--- src/rtl/core/arng_pkg.sv ---
// Shared types and constants for the address range table with gaps.
// Holds item structs, table entry type, mode and status codes.
// No dependencies.
package arng_pkg;

  localparam int MAX_RANGES   = 16;
  localparam int ADDRESS_BITS = 16;

  localparam int AW  = ADDRESS_BITS;
  localparam int LW  = AW + 1;
  localparam int SW  = AW + 2;
  localparam int CW  = $clog2(MAX_RANGES + 1);
  localparam int IW  = $clog2(MAX_RANGES);
  localparam int PAW = 3;

  localparam logic [LW-1:0] SPACE_TOP = LW'(1) << AW;

  typedef enum logic [1:0] {
    MODE_GAP    = 2'd0,
    MODE_ADDR   = 2'd1,
    MODE_RANGE  = 2'd2,
    MODE_RELOAD = 2'd3
  } mode_t;

  typedef enum logic [1:0] {
    STAT_DONE      = 2'd0,
    STAT_UNCOVERED = 2'd1,
    STAT_REJECTED  = 2'd2,
    STAT_FULL      = 2'd3
  } status_t;

  typedef enum logic {
    REG_BASE = 1'b0,
    REG_SIZE = 1'b1
  } reg_idx_t;

  typedef struct packed {
    mode_t         mode;
    logic [AW-1:0] address;
    logic [LW-1:0] length;
  } in_item_t;

  typedef struct packed {
    status_t       status;
    logic          hit;
    logic [CW-1:0] range_count;
  } out_item_t;

  typedef struct packed {
    logic [AW-1:0] base;
    logic [LW-1:0] limit;
  } entry_t;

endpackage

--- src/rtl/core/arng_table.sv ---
// Range table storage: one write port, one read port with registered data.
// Depends on arng_pkg for the entry type and table depth.
module arng_table import arng_pkg::*; (
  input  logic          clk,
  input  logic          we,
  input  logic [IW-1:0] waddr,
  input  entry_t        wdata,
  input  logic [IW-1:0] raddr,
  output entry_t        rdata
);

  entry_t mem [MAX_RANGES];
  entry_t rdata_r;

  always_ff @(posedge clk) begin
    if (we) begin
      mem[waddr] <= wdata;
    end
    rdata_r <= mem[raddr];
  end

  assign rdata = rdata_r;

endmodule

--- src/rtl/core/address_range_table_with_gaps.sv ---
// Top level of the address range table with gaps: sequencer, shared compare
// path, configuration registers. Depends on arng_pkg and arng_table.
//
// Usage:
//   Input channel: an item (mode, address, length) is taken at a rising edge
//   with start high and busy low. busy stays high while the item is worked.
//   Result channel: out_valid is high for exactly one cycle with out_data;
//   the receiver cannot stall, so the result must be taken in that cycle.
//   Configuration: APB-style port, base_address at 0x0, space_size at 0x4;
//   pready is always high. Write only while busy is low and no result is
//   pending; a new size or base applies at the next reload item.
// Sequencing: zero-length and empty-table items are answered from idle, and a
//   reload writes the table in its own state. Lookups and gaps scan
//   one entry per cycle through the single compare path, stopping at the
//   first hit or after the last entry. A gap adds a decide state, and a
//   split or removal moves one entry per cycle through the single table
//   write port. The next item can be accepted at the edge that takes the
//   result.
// Reset: synchronous, active low. The table holds the single range
//   [0, 65536) and the registers take their reset values.
module address_range_table_with_gaps import arng_pkg::*; (
  input  logic            clk,
  input  logic            rst_n,
  input  logic            start,
  output logic            busy,
  input  in_item_t        in_data,
  output logic            out_valid,
  output out_item_t       out_data,
  input  logic            psel,
  input  logic            penable,
  input  logic            pwrite,
  input  logic [PAW-1:0]  paddr,
  input  logic [31:0]     pwdata,
  output logic [31:0]     prdata,
  output logic            pready
);

  typedef enum logic [2:0] {
    ST_IDLE,
    ST_RELOAD,
    ST_SCAN,
    ST_DECIDE,
    ST_SHIFT_UP,
    ST_SPLIT_HI,
    ST_SHIFT_DOWN
  } state_t;

  state_t        state_r, state_nxt;
  mode_t         mode_r, mode_nxt;
  logic [AW-1:0] a_r, a_nxt;
  logic [SW-1:0] ge_r, ge_nxt;
  logic [IW-1:0] idx_r, idx_nxt;
  logic [IW-1:0] k_r, k_nxt;
  entry_t        ent_r, ent_nxt;
  logic [CW-1:0] count_r, count_nxt;
  logic          out_valid_r, out_valid_nxt;
  out_item_t     out_r, out_nxt;

  logic [AW-1:0] base_r;
  logic [LW-1:0] size_r;

  logic          we;
  logic [IW-1:0] waddr;
  entry_t        wdata;
  logic [IW-1:0] raddr;
  entry_t        rdata;

  logic [SW-1:0] in_ge;
  logic [SW-1:0] init_sum;
  logic [LW-1:0] init_limit;
  logic [CW-1:0] cnt_m1;
  logic          hit_now;
  logic          has_lo;
  logic          has_hi;
  logic          is_last;
  logic          cfg_wr;
  reg_idx_t      cfg_idx;

  arng_table u_table (
    .clk   (clk),
    .we    (we),
    .waddr (waddr),
    .wdata (wdata),
    .raddr (raddr),
    .rdata (rdata)
  );

  assign busy      = (state_r != ST_IDLE);
  assign out_valid = out_valid_r;
  assign out_data  = out_r;
  assign pready    = 1'b1;

  assign cfg_wr  = psel & penable & pwrite;
  assign cfg_idx = reg_idx_t'(paddr[2]);

  always_ff @(posedge clk) begin
    if (!rst_n) begin
      base_r <= '0;
      size_r <= SPACE_TOP;
    end else if (cfg_wr) begin
      unique case (cfg_idx)
        REG_BASE: base_r <= pwdata[AW-1:0];
        REG_SIZE: size_r <= pwdata[LW-1:0];
        default:  base_r <= base_r;
      endcase
    end
  end

  always_comb begin
    unique case (cfg_idx)
      REG_BASE: prdata = 32'(base_r);
      REG_SIZE: prdata = 32'(size_r);
      default:  prdata = '0;
    endcase
  end

  assign in_ge = SW'(in_data.address) +
                 ((in_data.mode == MODE_ADDR) ? SW'(1) : SW'(in_data.length));

  assign init_sum   = SW'(base_r) + SW'(size_r);
  assign init_limit = (init_sum > SW'(SPACE_TOP)) ? SPACE_TOP : init_sum[LW-1:0];

  assign cnt_m1  = count_r - CW'(1);
  assign hit_now = (rdata.base <= a_r) && (ge_r <= SW'(rdata.limit));
  assign has_lo  = (a_r > ent_r.base);
  assign has_hi  = (ge_r < SW'(ent_r.limit));
  assign is_last = ((CW'(idx_r) + CW'(1)) == count_r);

  always_comb begin
    state_nxt     = state_r;
    mode_nxt      = mode_r;
    a_nxt         = a_r;
    ge_nxt        = ge_r;
    idx_nxt       = idx_r;
    k_nxt         = k_r;
    ent_nxt       = ent_r;
    count_nxt     = count_r;
    out_valid_nxt = 1'b0;
    out_nxt       = out_r;
    out_nxt.status = STAT_DONE;
    out_nxt.hit    = 1'b0;
    we            = 1'b0;
    waddr         = k_r;
    wdata         = ent_r;
    raddr         = '0;

    unique case (state_r)
      ST_IDLE: begin
        raddr = '0;
        if (start) begin
          mode_nxt = in_data.mode;
          a_nxt    = in_data.address;
          ge_nxt   = in_ge;
          idx_nxt  = '0;
          case (in_data.mode)
            MODE_RELOAD: begin
              state_nxt = ST_RELOAD;
            end
            MODE_GAP: begin
              if (in_data.length == '0) begin
                out_valid_nxt  = 1'b1;
                out_nxt.status = STAT_REJECTED;
              end else if (count_r == '0) begin
                out_valid_nxt  = 1'b1;
                out_nxt.status = STAT_UNCOVERED;
              end else begin
                state_nxt = ST_SCAN;
              end
            end
            default: begin
              if (((in_data.mode == MODE_RANGE) && (in_data.length == '0)) ||
                  (count_r == '0)) begin
                out_valid_nxt = 1'b1;
              end else begin
                state_nxt = ST_SCAN;
              end
            end
          endcase
        end
      end

      ST_RELOAD: begin
        we          = 1'b1;
        waddr       = '0;
        wdata.base  = base_r;
        wdata.limit = init_limit;
        count_nxt   = (size_r != '0) ? CW'(1) : '0;
        out_valid_nxt = 1'b1;
        state_nxt   = ST_IDLE;
      end

      ST_SCAN: begin
        raddr = idx_r + IW'(1);
        if (hit_now) begin
          k_nxt   = idx_r;
          ent_nxt = rdata;
          if (mode_r == MODE_GAP) begin
            state_nxt = ST_DECIDE;
          end else begin
            out_valid_nxt = 1'b1;
            out_nxt.hit   = 1'b1;
            state_nxt     = ST_IDLE;
          end
        end else if (is_last) begin
          out_valid_nxt  = 1'b1;
          out_nxt.status = (mode_r == MODE_GAP) ? STAT_UNCOVERED : STAT_DONE;
          state_nxt      = ST_IDLE;
        end else begin
          idx_nxt = idx_r + IW'(1);
        end
      end

      ST_DECIDE: begin
        raddr = (has_lo && has_hi) ? cnt_m1[IW-1:0] : (k_r + IW'(1));
        if (!has_lo && !has_hi) begin
          if (CW'(k_r) == cnt_m1) begin
            count_nxt     = cnt_m1;
            out_valid_nxt = 1'b1;
            state_nxt     = ST_IDLE;
          end else begin
            idx_nxt   = k_r;
            state_nxt = ST_SHIFT_DOWN;
          end
        end else if (has_lo && has_hi && (count_r == CW'(MAX_RANGES))) begin
          out_valid_nxt  = 1'b1;
          out_nxt.status = STAT_FULL;
          state_nxt      = ST_IDLE;
        end else begin
          we    = 1'b1;
          waddr = k_r;
          if (has_lo) begin
            wdata.base  = ent_r.base;
            wdata.limit = LW'(a_r);
          end else begin
            wdata.base  = ge_r[AW-1:0];
            wdata.limit = ent_r.limit;
          end
          if (!(has_lo && has_hi)) begin
            out_valid_nxt = 1'b1;
            state_nxt     = ST_IDLE;
          end else if (CW'(k_r) == cnt_m1) begin
            state_nxt = ST_SPLIT_HI;
          end else begin
            idx_nxt   = count_r[IW-1:0];
            state_nxt = ST_SHIFT_UP;
          end
        end
      end

      ST_SHIFT_UP: begin
        raddr = idx_r - IW'(2);
        we    = 1'b1;
        waddr = idx_r;
        wdata = rdata;
        if (CW'(idx_r) == (CW'(k_r) + CW'(2))) begin
          state_nxt = ST_SPLIT_HI;
        end else begin
          idx_nxt = idx_r - IW'(1);
        end
      end

      ST_SPLIT_HI: begin
        we          = 1'b1;
        waddr       = k_r + IW'(1);
        wdata.base  = ge_r[AW-1:0];
        wdata.limit = ent_r.limit;
        count_nxt   = count_r + CW'(1);
        out_valid_nxt = 1'b1;
        state_nxt   = ST_IDLE;
      end

      ST_SHIFT_DOWN: begin
        raddr = idx_r + IW'(2);
        we    = 1'b1;
        waddr = idx_r;
        wdata = rdata;
        if ((CW'(idx_r) + CW'(2)) == count_r) begin
          count_nxt     = cnt_m1;
          out_valid_nxt = 1'b1;
          state_nxt     = ST_IDLE;
        end else begin
          idx_nxt = idx_r + IW'(1);
        end
      end

      default: begin
        state_nxt = ST_IDLE;
      end
    endcase

    out_nxt.range_count = count_nxt;

    if (!rst_n) begin
      we          = 1'b1;
      waddr       = '0;
      wdata.base  = '0;
      wdata.limit = SPACE_TOP;
    end
  end

  always_ff @(posedge clk) begin
    if (!rst_n) begin
      state_r     <= ST_IDLE;
      count_r     <= CW'(1);
      out_valid_r <= 1'b0;
    end else begin
      state_r     <= state_nxt;
      count_r     <= count_nxt;
      out_valid_r <= out_valid_nxt;
    end
    mode_r <= mode_nxt;
    a_r    <= a_nxt;
    ge_r   <= ge_nxt;
    idx_r  <= idx_nxt;
    k_r    <= k_nxt;
    ent_r  <= ent_nxt;
    out_r  <= out_nxt;
  end

endmodule
--- config.mk ---
export PLATFORM = sky130hd
export DESIGN_NAME = address_range_table_with_gaps
export DESIGN_NICKNAME = d
export VERILOG_FILES = /design/src/rtl/core/arng_pkg.sv /design/src/rtl/core/arng_table.sv /design/src/rtl/core/address_range_table_with_gaps.sv
export SDC_FILE = /design/constraint.sdc
export NUM_CORES = 1
export LEC_CHECK = 0
export BUFFER_PORTS_ARGS = -buffer_cell sky130_fd_sc_hd__buf_4
export CAP_MARGIN = 20
export CORE_MARGIN = 2
export CORE_UTILIZATION = 52
export DETAILED_ROUTE_END_ITERATION = 10
export GPL_ROUTABILITY_DRIVEN = 1
export GPL_TIMING_DRIVEN = 0
export PLACE_DENSITY = 0.69
export RECOVER_POWER = 25
export SYNTH_ARGS = -nofsm -noshare
export SYNTH_HDL_FRONTEND = slang
export SYNTH_HIERARCHICAL = 1
export SYNTH_SLANG_ARGS = --single-unit
--- constraint.sdc ---
create_clock -name clk -period 11.2 [get_ports clk]
set_input_delay 0.56 -clock clk [delete_from_list [all_inputs] [get_ports clk]]
set_output_delay 0.56 -clock clk [all_outputs]
set_load 0.05 [all_outputs]
======== Word-level counts from Yosys, hierarchy flattened ========
Memories as Yosys holds them, arrays and structs flattened. A register that Yosys moved wholly into a read port is not among the register bits.
Index checks and enable logic that the tools add are counted.
cells by class
  equal/unequal tests ..................... 28
  divide/modulo/power cells ............... 0
  $add $sub $neg .......................... 12
  magnitude comparators ................... 5
  muxes and demuxes ....................... 74
  multiply operators ...................... 0
  bitwise gates (word level) .............. 3
  reductions and logical operators ........ 25
  shift operators ......................... 0
operators by type and width
  kind                                                              number
  two-way mux 33 bit                                                4
  one-hot mux 33 bit (4 select lines)                               1
  one-hot mux 32 bit (2 select lines)                               1
  two-way mux 4 bit                                                 12
  adder 16 x 17 -> 18 bit                                           2
  two-way mux 3 bit                                                 12
  two-way mux 17 bit                                                2
  two-way mux 1 bit                                                 22
  one-hot mux 4 bit (5 select lines)                                1
  one-hot mux 5 bit (4 select lines)                                1
  greater-than comparator 18 x 17 -> 1 bit (second input constant)  1
  less-or-equal comparator 18 x 17 -> 1 bit                         1
  less-than comparator 18 x 17 -> 1 bit                             1
  zero test 17 bit                                                  1
  nonzero test 17 bit                                               1
  greater-than comparator 16 bit                                    1
  less-or-equal comparator 16 bit                                   1
  != test 2 bit (second input constant)                             8
  one-hot mux 4 bit (4 select lines)                                1
  two-way mux 5 bit                                                 3
  != test 3 bit (second input constant)                             5
  one-hot mux 3 bit (5 select lines)                                1
  two-way mux 2 bit                                                 7
  one-hot mux 4 bit (3 select lines)                                1
  other kinds (36)                                                  56
word-level totals
  bits in latches ......................... 0
  memories ................................ 1
  flip-flop bits (word level) ............. 127
  memory bits (writable) .................. 528
  bits in read-only memories .............. 0
  output and inout port bits .............. 43
memory list
  name         depth  width  read ports  clocked after Yosys merged registers in  wr ports  RTL line          source
  u_table.mem  16     33     1           1                                        1         arng_table.sv:12  entry_t mem [MAX_RANGES];

======== Longest topological paths before layout ========
Gate-level depths: netlist (run 1).
  depth in word-level cells ............... 9
  gate-level depth with buffers ........... 21
  gate-level depth less buffers ........... 17

======== Modules after synthesis ========
The synthesis (run 1) kept the hierarchy.
by module, submodules not included
  module                         area an instance (um^2)  cells an instance  instances  seq. area each (um^2)
  arng_table                     20631.0                  864                1          16515.8
  address_range_table_with_gaps  10856.7                  1268               1          3313.2

======== Least setup slack after synthesis (run 1) ========
Ideal clock, no wire load.
  kind .................................... reg-to-reg
  start point ............................. reg a_r[11]
  end point ............................... mem u_table/mem[0][0] (netlist name) (enable)
  buffers on the path ..................... 1
  cell stages (with the launch flop) ...... 14
  library setup time ...................... 0.464 ns
  arrival time ............................ 5.717 ns
  setup slack ............................. 5.019 ns
  required time ........................... 10.736 ns
  clock period less this slack ............ 6.181 ns
  cell sequence ........................... edfxtp_1 > ha_1 > nand3_2 > or4_4 > a211o_1 > a31oi_1 > inv_1 > ha_1 > buf_1 > a21o_1 > o21a_1 > o211ai_1 > or3b_2 > nor3_1
on the way
  cells in the longest elaborated chain, start to end .. 9
  elaborated cells on any way between the ends .. 11
ends and longest elaborated chain
  element                                    RTL line                              source
  from (decl)                                address_range_table_with_gaps.sv:50   logic [AW-1:0] a_r, a_nxt;
  from (signal assigned)                     address_range_table_with_gaps.sv:312  a_r <= a_nxt;
  greater-than comparator 16 bit *           address_range_table_with_gaps.sv:125  assign has_lo = (a_r > ent_r.base);
  logical AND 1 bit (2 in a row)             address_range_table_with_gaps.sv:224  end else if (has_lo && has_hi && (count_r == CW'(MAX_RANGES))) begin
  two-way mux 1 bit                          address_range_table_with_gaps.sv:224
  two-way mux 1 bit *                        address_range_table_with_gaps.sv:215  if (!has_lo && !has_hi) begin
  one-hot mux 1 bit (2 select lines) *       address_range_table_with_gaps.sv:147  unique case (state_r)
  two-way mux 1 bit *                        address_range_table_with_gaps.sv:293  if (!rst_n) begin
  net we                                     address_range_table_with_gaps.sv:62   logic we;
  two-way mux 1 bit *                        arng_table.sv:16                      if (we) begin
  two-way mux 1 bit (not written as such) *  arng_table.sv:17                      mem[waddr] <= wdata;
  to (decl)                                  arng_table.sv:12
Mark *: on every way through the listed nets, which the timed path passes. The rest lies on a longest branch.

======== Worst setup path after layout (run 1) ========
  start point ............................. reg a_r[11]
  end point ............................... mem u_table/mem[0][17] (netlist name) (enable)
Same word-level chain as after synthesis.

==> results.ini, run 1 <==
[synthesis]
synthesis.area_sq_um = 31490
synth.distinct_cells = 78
synth-async-reset-ratio_pct = 0
yosysSeqAreaShare_pct = 62.97
synth-seq-cells = 688
synth_edf_count = 605
ys.flop_type = edfxtp_1
netlist_instances = 2132
yosysWarningCount = 6
syn_area_per_cell_sq_um = 14.77

[power]
combPwrFrac_pct = 27.3
pwr-share-clk_pct = 30.0
switchingPower_mw = 2.447
p_int_mw = 5.262
pwr-share-seq_pct = 42.7
switching_share_pct = 31.74
total_leakage_power_nw = 12.56
powerDensity_nw_per_um2 = 214.9
vdd_ir_drop_max_v = 0.0001214

[die]
placementRows = 90
start_util_pct = 52.36
io_pins = 119
die_x_um = 250.1
die_area_sq_um = 62540
coreArea_sq_um = 60130
die_y_um = 250.1

[placed_design]
dp_hpwl_mm = 61.46
placed_area_sq_um = 33760
routabilityCongestion = 0.9452
port_buffers = 84

[clocking]
cts_hold_buf = 0
ctsResizeCount = 0
clockBufferDepth = 3
cts.sinks = 688
clkLatencyLatePin_ns = 0.63
post_cts_buffers = 0
htreeDepth = 3
tritoncts = built
clk_pin_slew_ns = 0.06
cts_buffers = 73
clockRootBuffer = clkbuf_16

[grt]
grt_usage_pct = 27.67
grt_max_degree = 35
grt_pass1_vias = 19670
grt_overflow = 0
antenna_found_initial = 1
grt_pass1_wl_mm = 127.3

[drt]
dr.pass1.iters = 5
drt_wl_total_mm = 86.43
via_per_inst = 6.243
antenna_left = 0
wl_per_cell_um = 27.20
dr_total_vias = 19830
drt_first_iter_violations = 2102
drc = 0

[status]
violations = capacitance limit, slew limit
outcome = finished, violations left

[worst_setup_path]
crit_type = reg2reg
required_ns = 11.52
crit_chain = ha_1 -> nand3_1 -> or4_1 -> a211o_1 -> a31oi_1 -> inv_1 -> ha_1 -> clkbuf_1 -> a21o_1 -> o21a_1 -> o211ai_1 -> or3b_2 -> nor3_2 -> buf_6 -> buf_6
cp_num_buf_inv = 4
start_kind = flip-flop
crit_fanout = 10
cp_top_family = simple AND/OR/NAND/NOR gates
end_kind = flip-flop
arrival_ns = 6.28
slowest_delay_ns = 0.69
cp_slowest_cell = nor3_2

[timing]
maxSlewViolCount = 70
finalCritPeriodShare_pct = 53.22
tightest_slew_ns = 2.407
tns_ns = 0
fin_crit_ns = 5.961
hold_viol = 0
fin_skew_ns = 0.03223
setup-violations-final = 0
slew_headroom_pct = -60.46
rsz0062_at_grt = false
fmax_ghz = 0.1678

[cells_and_area]
final_cell_mix = 605 x edfxtp_1, 172 x nand2_1, 126 x clkbuf_1
layout_commonest_cell = edfxtp_1
final_net_count = 2533
drive_above_1_share_pct = 16.46
syn2layout_area_growth_pct = 13.93
final_area_sq_um = 35870

[job]
cap_violations = 2

[hold_path]
hp-class = in2reg

-- power by group through the flow --
stage	Clock, mW	Sequential [mW]	Combinational (mW)
finish	2.32	3.29	2.10
floorplan	0	3.24	1.44
global placement	0	3.34	2.01
detailed placement	0	3.33	2.10
global route	2.43	3.30	2.27
CTS	2.35	3.28	2.11
-- final timing paths --
check | startpoint | to | slack, ns | cells past startpoint
worst max register to register | a_r[11]$_DFFE_PP_ | u_table/mem[0][17]$_DFFE_PP_ | 5.24 | 15
worst min register to register | idx_r[3]$_DFFE_PP_ | k_r[3]$_DFFE_PP_ | 0.46 | 0
worst min-delay path | pwdata[16] | size_r[16]$_SDFFE_PN1P_ | 0.15 | 3
worst max-delay path | a_r[11]$_DFFE_PP_ | u_table/mem[0][17]$_DFFE_PP_ | 5.24 | 15
-- cell usage after synthesis, drive strengths merged, types with 14 or more instances --
cell / count / area share (%)
edfxtp: 605 / 58
nand2: 172 / 2.1
mux4: 132 / 9.7
ha: 113 / 4.5
nor2: 112 / 1.3
inv: 98 / 1.2
a22oi: 92 / 2.2
dfxtp: 83 / 5.3
clkbuf: 73 / 0.87
a21oi: 58 / 0.92
buf: 55 / 1.4
o21ai: 47 / 0.75
a21boi: 34 / 0.81
mux2i: 33 / 1.0
o22ai: 33 / 0.66
xnor2: 32 / 0.89
nand3: 31 / 0.51
nor3: 24 / 0.38
nor2b: 23 / 0.46
a21o: 21 / 0.50
o221a: 21 / 0.75
mux2: 19 / 0.68
xor2: 19 / 0.53
and2: 16 / 0.32
a31oi: 15 / 0.30
nand4: 15 / 0.30
o21a: 15 / 0.36
o211ai: 14 / 0.33
o221ai: 14 / 0.39
-- worst min-delay path, cell delays in order --
cell and delay (ns):
buf_4 0.08, nand2_1 0.04, nand3_1 0.07
-- layout make-up --
cell class	count	area [sq um]
fillers	4613	24260
flip-flops and latches	688	19830
multi-input cells	1229	10700
clock buffers	91	1947
repair buffers	120	1001
well taps	782	978.4
plain buffers	129	732.0
inverters	100	375.4
clock inverters	37	312.8
diodes	1	2.502
-- cell families after synthesis --
| group | count (synthesis) | synth area share [%] |
|---|---|---|
| AND/OR/NAND/NOR | 447 | 6.537 |
| AO/OA/AOI/OAI | 414 | 9.358 |
| other | 2 | 0.02385 |
| XOR/XNOR | 52 | 1.490 |
| multiplexers | 184 | 11.40 |
| flip-flops | 688 | 62.97 |
| adder cells (fa/ha/maj) | 116 | 4.681 |
| buffers and inverters | 229 | 3.540 |
-- per-stage QoR --
stage | hold WS [ns] | util, % | power (mW) | worst slack, ns | cells
finish | 0.1515 | 59.66 | 7.709 | 5.239 | 3177
floorplan | 0.4244 | - | 4.679 | 5.019 | 2146
detailed placement | 0.4521 | 56.14 | 5.426 | 5.286 | 3043
CTS | 0.1019 | 59.90 | 7.738 | 5.250 | 3171
global placement | 0.4316 | 55.13 | 5.347 | 1.952 | 3012
global route | 0.1345 | 59.65 | 7.993 | 4.998 | 3176
-- metal layers --
layer / track usage, % / routed length [um] / part of all wire [%] / up-vias
met4: 12.32 / 3911 / 4.5 / 0
met5: 0 / 0 / 0 / -
li1: - / - / - / 8712
met2: 45.78 / 42040 / 49 / 851
met1: 36.74 / 34270 / 40 / 10060
met3: 3.959 / 6211 / 7.2 / 207
-- registers in the layout (all words and copies together), names as in the netlist --
register and flops:
u_table/mem 528, ent_r 33, u_table/rdata 33, ge_r 18, size_r 17, a_r 16
base_r 16, out_data 8, count_r 5, idx_r 4, k_r 4, state_r 3
mode_r 2, out_valid 1
No activity file was read; power rests on OpenSTA's default activity.
==> run 2: changes to the inputs <==
--- a/config.mk
+++ b/config.mk
@@ -5,6 +5,7 @@
 export SDC_FILE = /design/constraint.sdc
 export NUM_CORES = 1
 export LEC_CHECK = 0
+export ABC_AREA = 1
 export BUFFER_PORTS_ARGS = -buffer_cell sky130_fd_sc_hd__buf_4
 export CAP_MARGIN = 20
 export CORE_MARGIN = 2
==> constraint.sdc (replaced) <==
create_clock -name clk -period 5.5 [get_ports clk]
set_input_delay 0.275 -clock clk [delete_from_list [all_inputs] [get_ports clk]]
set_output_delay 0.275 -clock clk [all_outputs]
set_load 0.05 [all_outputs]
==> run 2 against run 1 <==
  * Critical endpoint is now u_table/rdata[26]$_DFF_P_
  * Worst setup slack worse by 4.7 ns
  * Global-route usage rose by 2.7 points
  * Power grew 130%
  * Combinational power rose to 2.8 times the previous value
  * The flow still finishes with violations (capacitance limit, slew limit)
  * Worst hold slack lost 0.092 ns
  * Cell count increased by 55%
  * Cell area up 9.8%
  * Critical path depth increased by 1
  * Clock skew is 0.0064 ns lower
  * First-iteration DRC count is 44% higher
  * Via count up 36%
==> results.ini, run 2 <==
[clocking]
tritoncts = built
clockBufferDepth = 3  ; unchanged
clk_pin_slew_ns = 0.06  ; about the same
htreeDepth = 3  ; unchanged
ctsResizeCount = 0  ; unchanged
cts.sinks = 688  ; unchanged
cts_buffers = 73  ; unchanged
clockRootBuffer = clkbuf_16
clkLatencyLatePin_ns = 0.64  ; about the same

[drt]
via_per_inst = 5.470  ; -12%
antenna_left = 0  ; unchanged
drt_first_iter_violations = 3034  ; +44%
drt_wl_total_mm = 104.3  ; +21%
wl_per_cell_um = 21.12  ; -22%
dr_total_vias = 27020  ; +36%
dr.pass1.iters = 6  ; +1
drc = 0  ; unchanged

[die]
die_area_sq_um = 68420  ; +9.4%
coreArea_sq_um = 65750  ; +9.3%
start_util_pct = 52.47  ; +0.11 points
die_x_um = 261.6  ; +4.6%
die_y_um = 261.6  ; +4.6%
placementRows = 94  ; +4.4%
io_pins = 119  ; unchanged

[synthesis]
syn_area_per_cell_sq_um = 9.153  ; -38%
yosysWarningCount = 6  ; unchanged
synth-async-reset-ratio_pct = 0  ; unchanged
synth_compound_area_share_pct = 5.839  ; -3.5 points
synth-xor-area-share_pct = 0.9140  ; -0.58 points
synthAdderAreaFrac_pct = 4.273  ; -0.41 points
ys_top_cells_by_area = edfxtp_1 53%, nand2_1 11%, inv_1 7.1%, nand3_1 6.8%, dfxtp_1 4.8%
ys.flop_type = edfxtp_1
synth_top_area_share_pct = 52.66  ; -5.0 points
synth-simple-area-share_pct = 21.57  ; +15 points
synthesis.area_sq_um = 34500  ; +9.6%
synth_edf_count = 605  ; unchanged
netlist_instances = 3769  ; +77%
synth.distinct_cells = 51  ; -35%
synth_top_family_by_area = simple AND/OR/NAND/NOR gates
synthTopCellsByCount = 1,022 x nand2_1, 652 x inv_1, 605 x edfxtp_1
synth-seq-cells = 688  ; unchanged
yosysSeqAreaShare_pct = 57.48  ; -5.5 points
synth.most_common_cell = nand2_1
muxShareOfSynthArea_pct = 0  ; -11 points
synth.largest_area_cell = edfxtp_1

[worst_setup_path]
slowest_delay_ns = 0.68  ; about the same
required_ns = 6.04  ; -5.48 ns
cp_slowest_cell = buf_1
start_kind = flip-flop
cp_top_family = buffers and inverters
arrival_ns = 5.52  ; -0.76 ns
crit_type = reg2reg
end_kind = flip-flop
crit_fanout = 10  ; unchanged
crit_chain = ha_1 -> a21oi_1 -> nor2_1 -> o31ai_1 -> o211ai_1 -> nand2_1 -> and3_1 -> ha_1 -> inv_1 -> o21ai_0 -> o221ai_1 -> clkbuf_1 -> inv_1 -> buf_1 -> nand3_1 -> nand2_1
cp_num_buf_inv = 4  ; unchanged

[timing]
fmax_ghz = 0.2011  ; +20%
rsz0062_at_grt = false
slew_headroom_pct = -69.19  ; -8.7 points
tightest_slew_ns = 2.538  ; +0.1311 ns
tns_ns = 0  ; unchanged
maxSlewViolCount = 70  ; unchanged
fin_skew_ns = 0.02584  ; -0.006388 ns
fin_crit_ns = 4.973  ; -0.9876 ns
setup-violations-final = 0  ; unchanged
finalCritPeriodShare_pct = 90.42  ; +37 points
hold_viol = 0  ; unchanged

[power]
powerDensity_nw_per_um2 = 445.5  ; +110%
total_leakage_power_nw = 17.31  ; +38%
vdd_ir_drop_max_v = 0.0002768  ; +130%

[job]
cap_violations = 2  ; unchanged

[placed_design]
port_buffers = 83  ; -1.2%
dp_hpwl_mm = 75.06  ; +22%
routabilityCongestion = 1.002  ; +6.0%
placedCellCount = 4767  ; +57%

[status]
outcome = finished, violations left
violations = capacitance limit, slew limit

[cells_and_area]
syn2layout_area_growth_pct = 14.19
final_cell_mix = 1,022 x nand2_1, 652 x inv_1, 605 x edfxtp_1
largest_reg_flops = 528  ; unchanged
top_regs = u_table/mem (528), ent_r (33), u_table/rdata (33)
layout_commonest_cell = nand2_1
multi_input_comb_area_sq_um = 11420  ; +6.8%
fill_cells = 5585  ; +21%
regArea_sq_um = 19830  ; unchanged
final_net_count = 4205  ; +66%
final_cells = 4939  ; +55%
drive_above_1_share_pct = 9.352  ; -7.1 points
top_register = u_table/mem

[hold_path]
hp-class = in2reg

[grt]
grt_usage_pct = 30.38  ; +2.7 points
grt_overflow = 0  ; unchanged
grt_max_degree = 35  ; unchanged
grt_pass1_vias = 25430  ; +29%
grt_pass1_wl_mm = 152.5  ; +20%
antenna_found_initial = 5  ; +4

run 2: cell types whose count changed in the layout (fill, tap and decap cells not counted), moves of 33 or more:
cell           change
a21oi_1           +43
nand3_1          +437
buf_2             +77
mux4_2           -113
nand2_1          +850
dlygate4sd3_1     +35
mux2i_1           -33
a22oi_1           -89
o21ai_0           +88
inv_1            +554
run 2: path summary, 6_finish.rpt:
kind	cells after the start	startpoint	slack [ns]	to
max	16	ge_r[3]$_DFFE_PP_	0.53	u_table/rdata[26]$_DFF_P_
min	3	in_data[0]	0.06	ge_r[0]$_DFFE_PP_
max reg2reg	16	ge_r[3]$_DFFE_PP_	0.53	u_table/rdata[26]$_DFF_P_
min reg2reg	0	idx_r[3]$_DFFE_PP_	0.46	k_r[3]$_DFFE_PP_
run 2: routing by layer:
metal	GRT usage (%)	part of all wire [%]	up-vias
met5	0	0.035	-
met4	13.97	4.8	6
met3	4.326	8.6	277
met2	51.59	48	1303
met1	38.65	39	12600
li1	-	-	12830
run 2: metrics by stage:
step	cell area [sq um]	hold WS (ns)	power [mW]	setup WS, ns	util, %
final	39390	0.05973	17.55	0.5267	59.91
after global routing	39390	0.06311	18.30	0.4006	59.91
after CTS	39620	0.03875	17.51	0.6447	60.26
after detailed placement	36950	0.4497	12.69	0.6704	56.21
after global placement	36250	0.4308	12.51	-1.184	55.14
after floorplan	34550	0.3739	10.34	1.366	-
run 2: area by class of cell:
class,count,area share (%)
diodes,1,0.006353
inverters,671,6.394
repair buffers,155,3.370
plain buffers,177,2.274
well taps,864,2.744
multi-input cells,2247,29.00
clock inverters,48,1.032
flip-flops and latches,688,50.34
clock buffers,88,4.835
run 2: worst register-to-register path, delay by kind of cell (launching register included):
kind            cells  cell delay, ns
flops               1            0.51
simple gates        5            0.95
compound gates      5            1.01
buf+inv             4            1.77
fa+ha+maj           2            0.67
run 2: cells by family (layout without fill, tap and decap cells):
kind of cell | after synthesis | in the layout
adder cells (fa/ha/maj) | 116 | 116
buffers and inverters | 848 | 1139
XOR/XNOR | 36 | 36
AO/OA/AOI/OAI | 341 | 341
AND/OR/NAND/NOR | 1738 | 1738
other | 2 | 17
flip-flops | 688 | 688
run 2: repair_timing:
action                    in CTS  in global routing
hold buffers                  35                  0
buffers inserted               0                  0
hold endpoints to repair      52                  0
run 2: power by group:
part,switching (mW),total [mW],internal (mW)
registers,0.360,6.83,6.47
logic,4.28,5.90,1.62
clock network,2.09,4.82,2.73
total,6.73,17.5,10.8
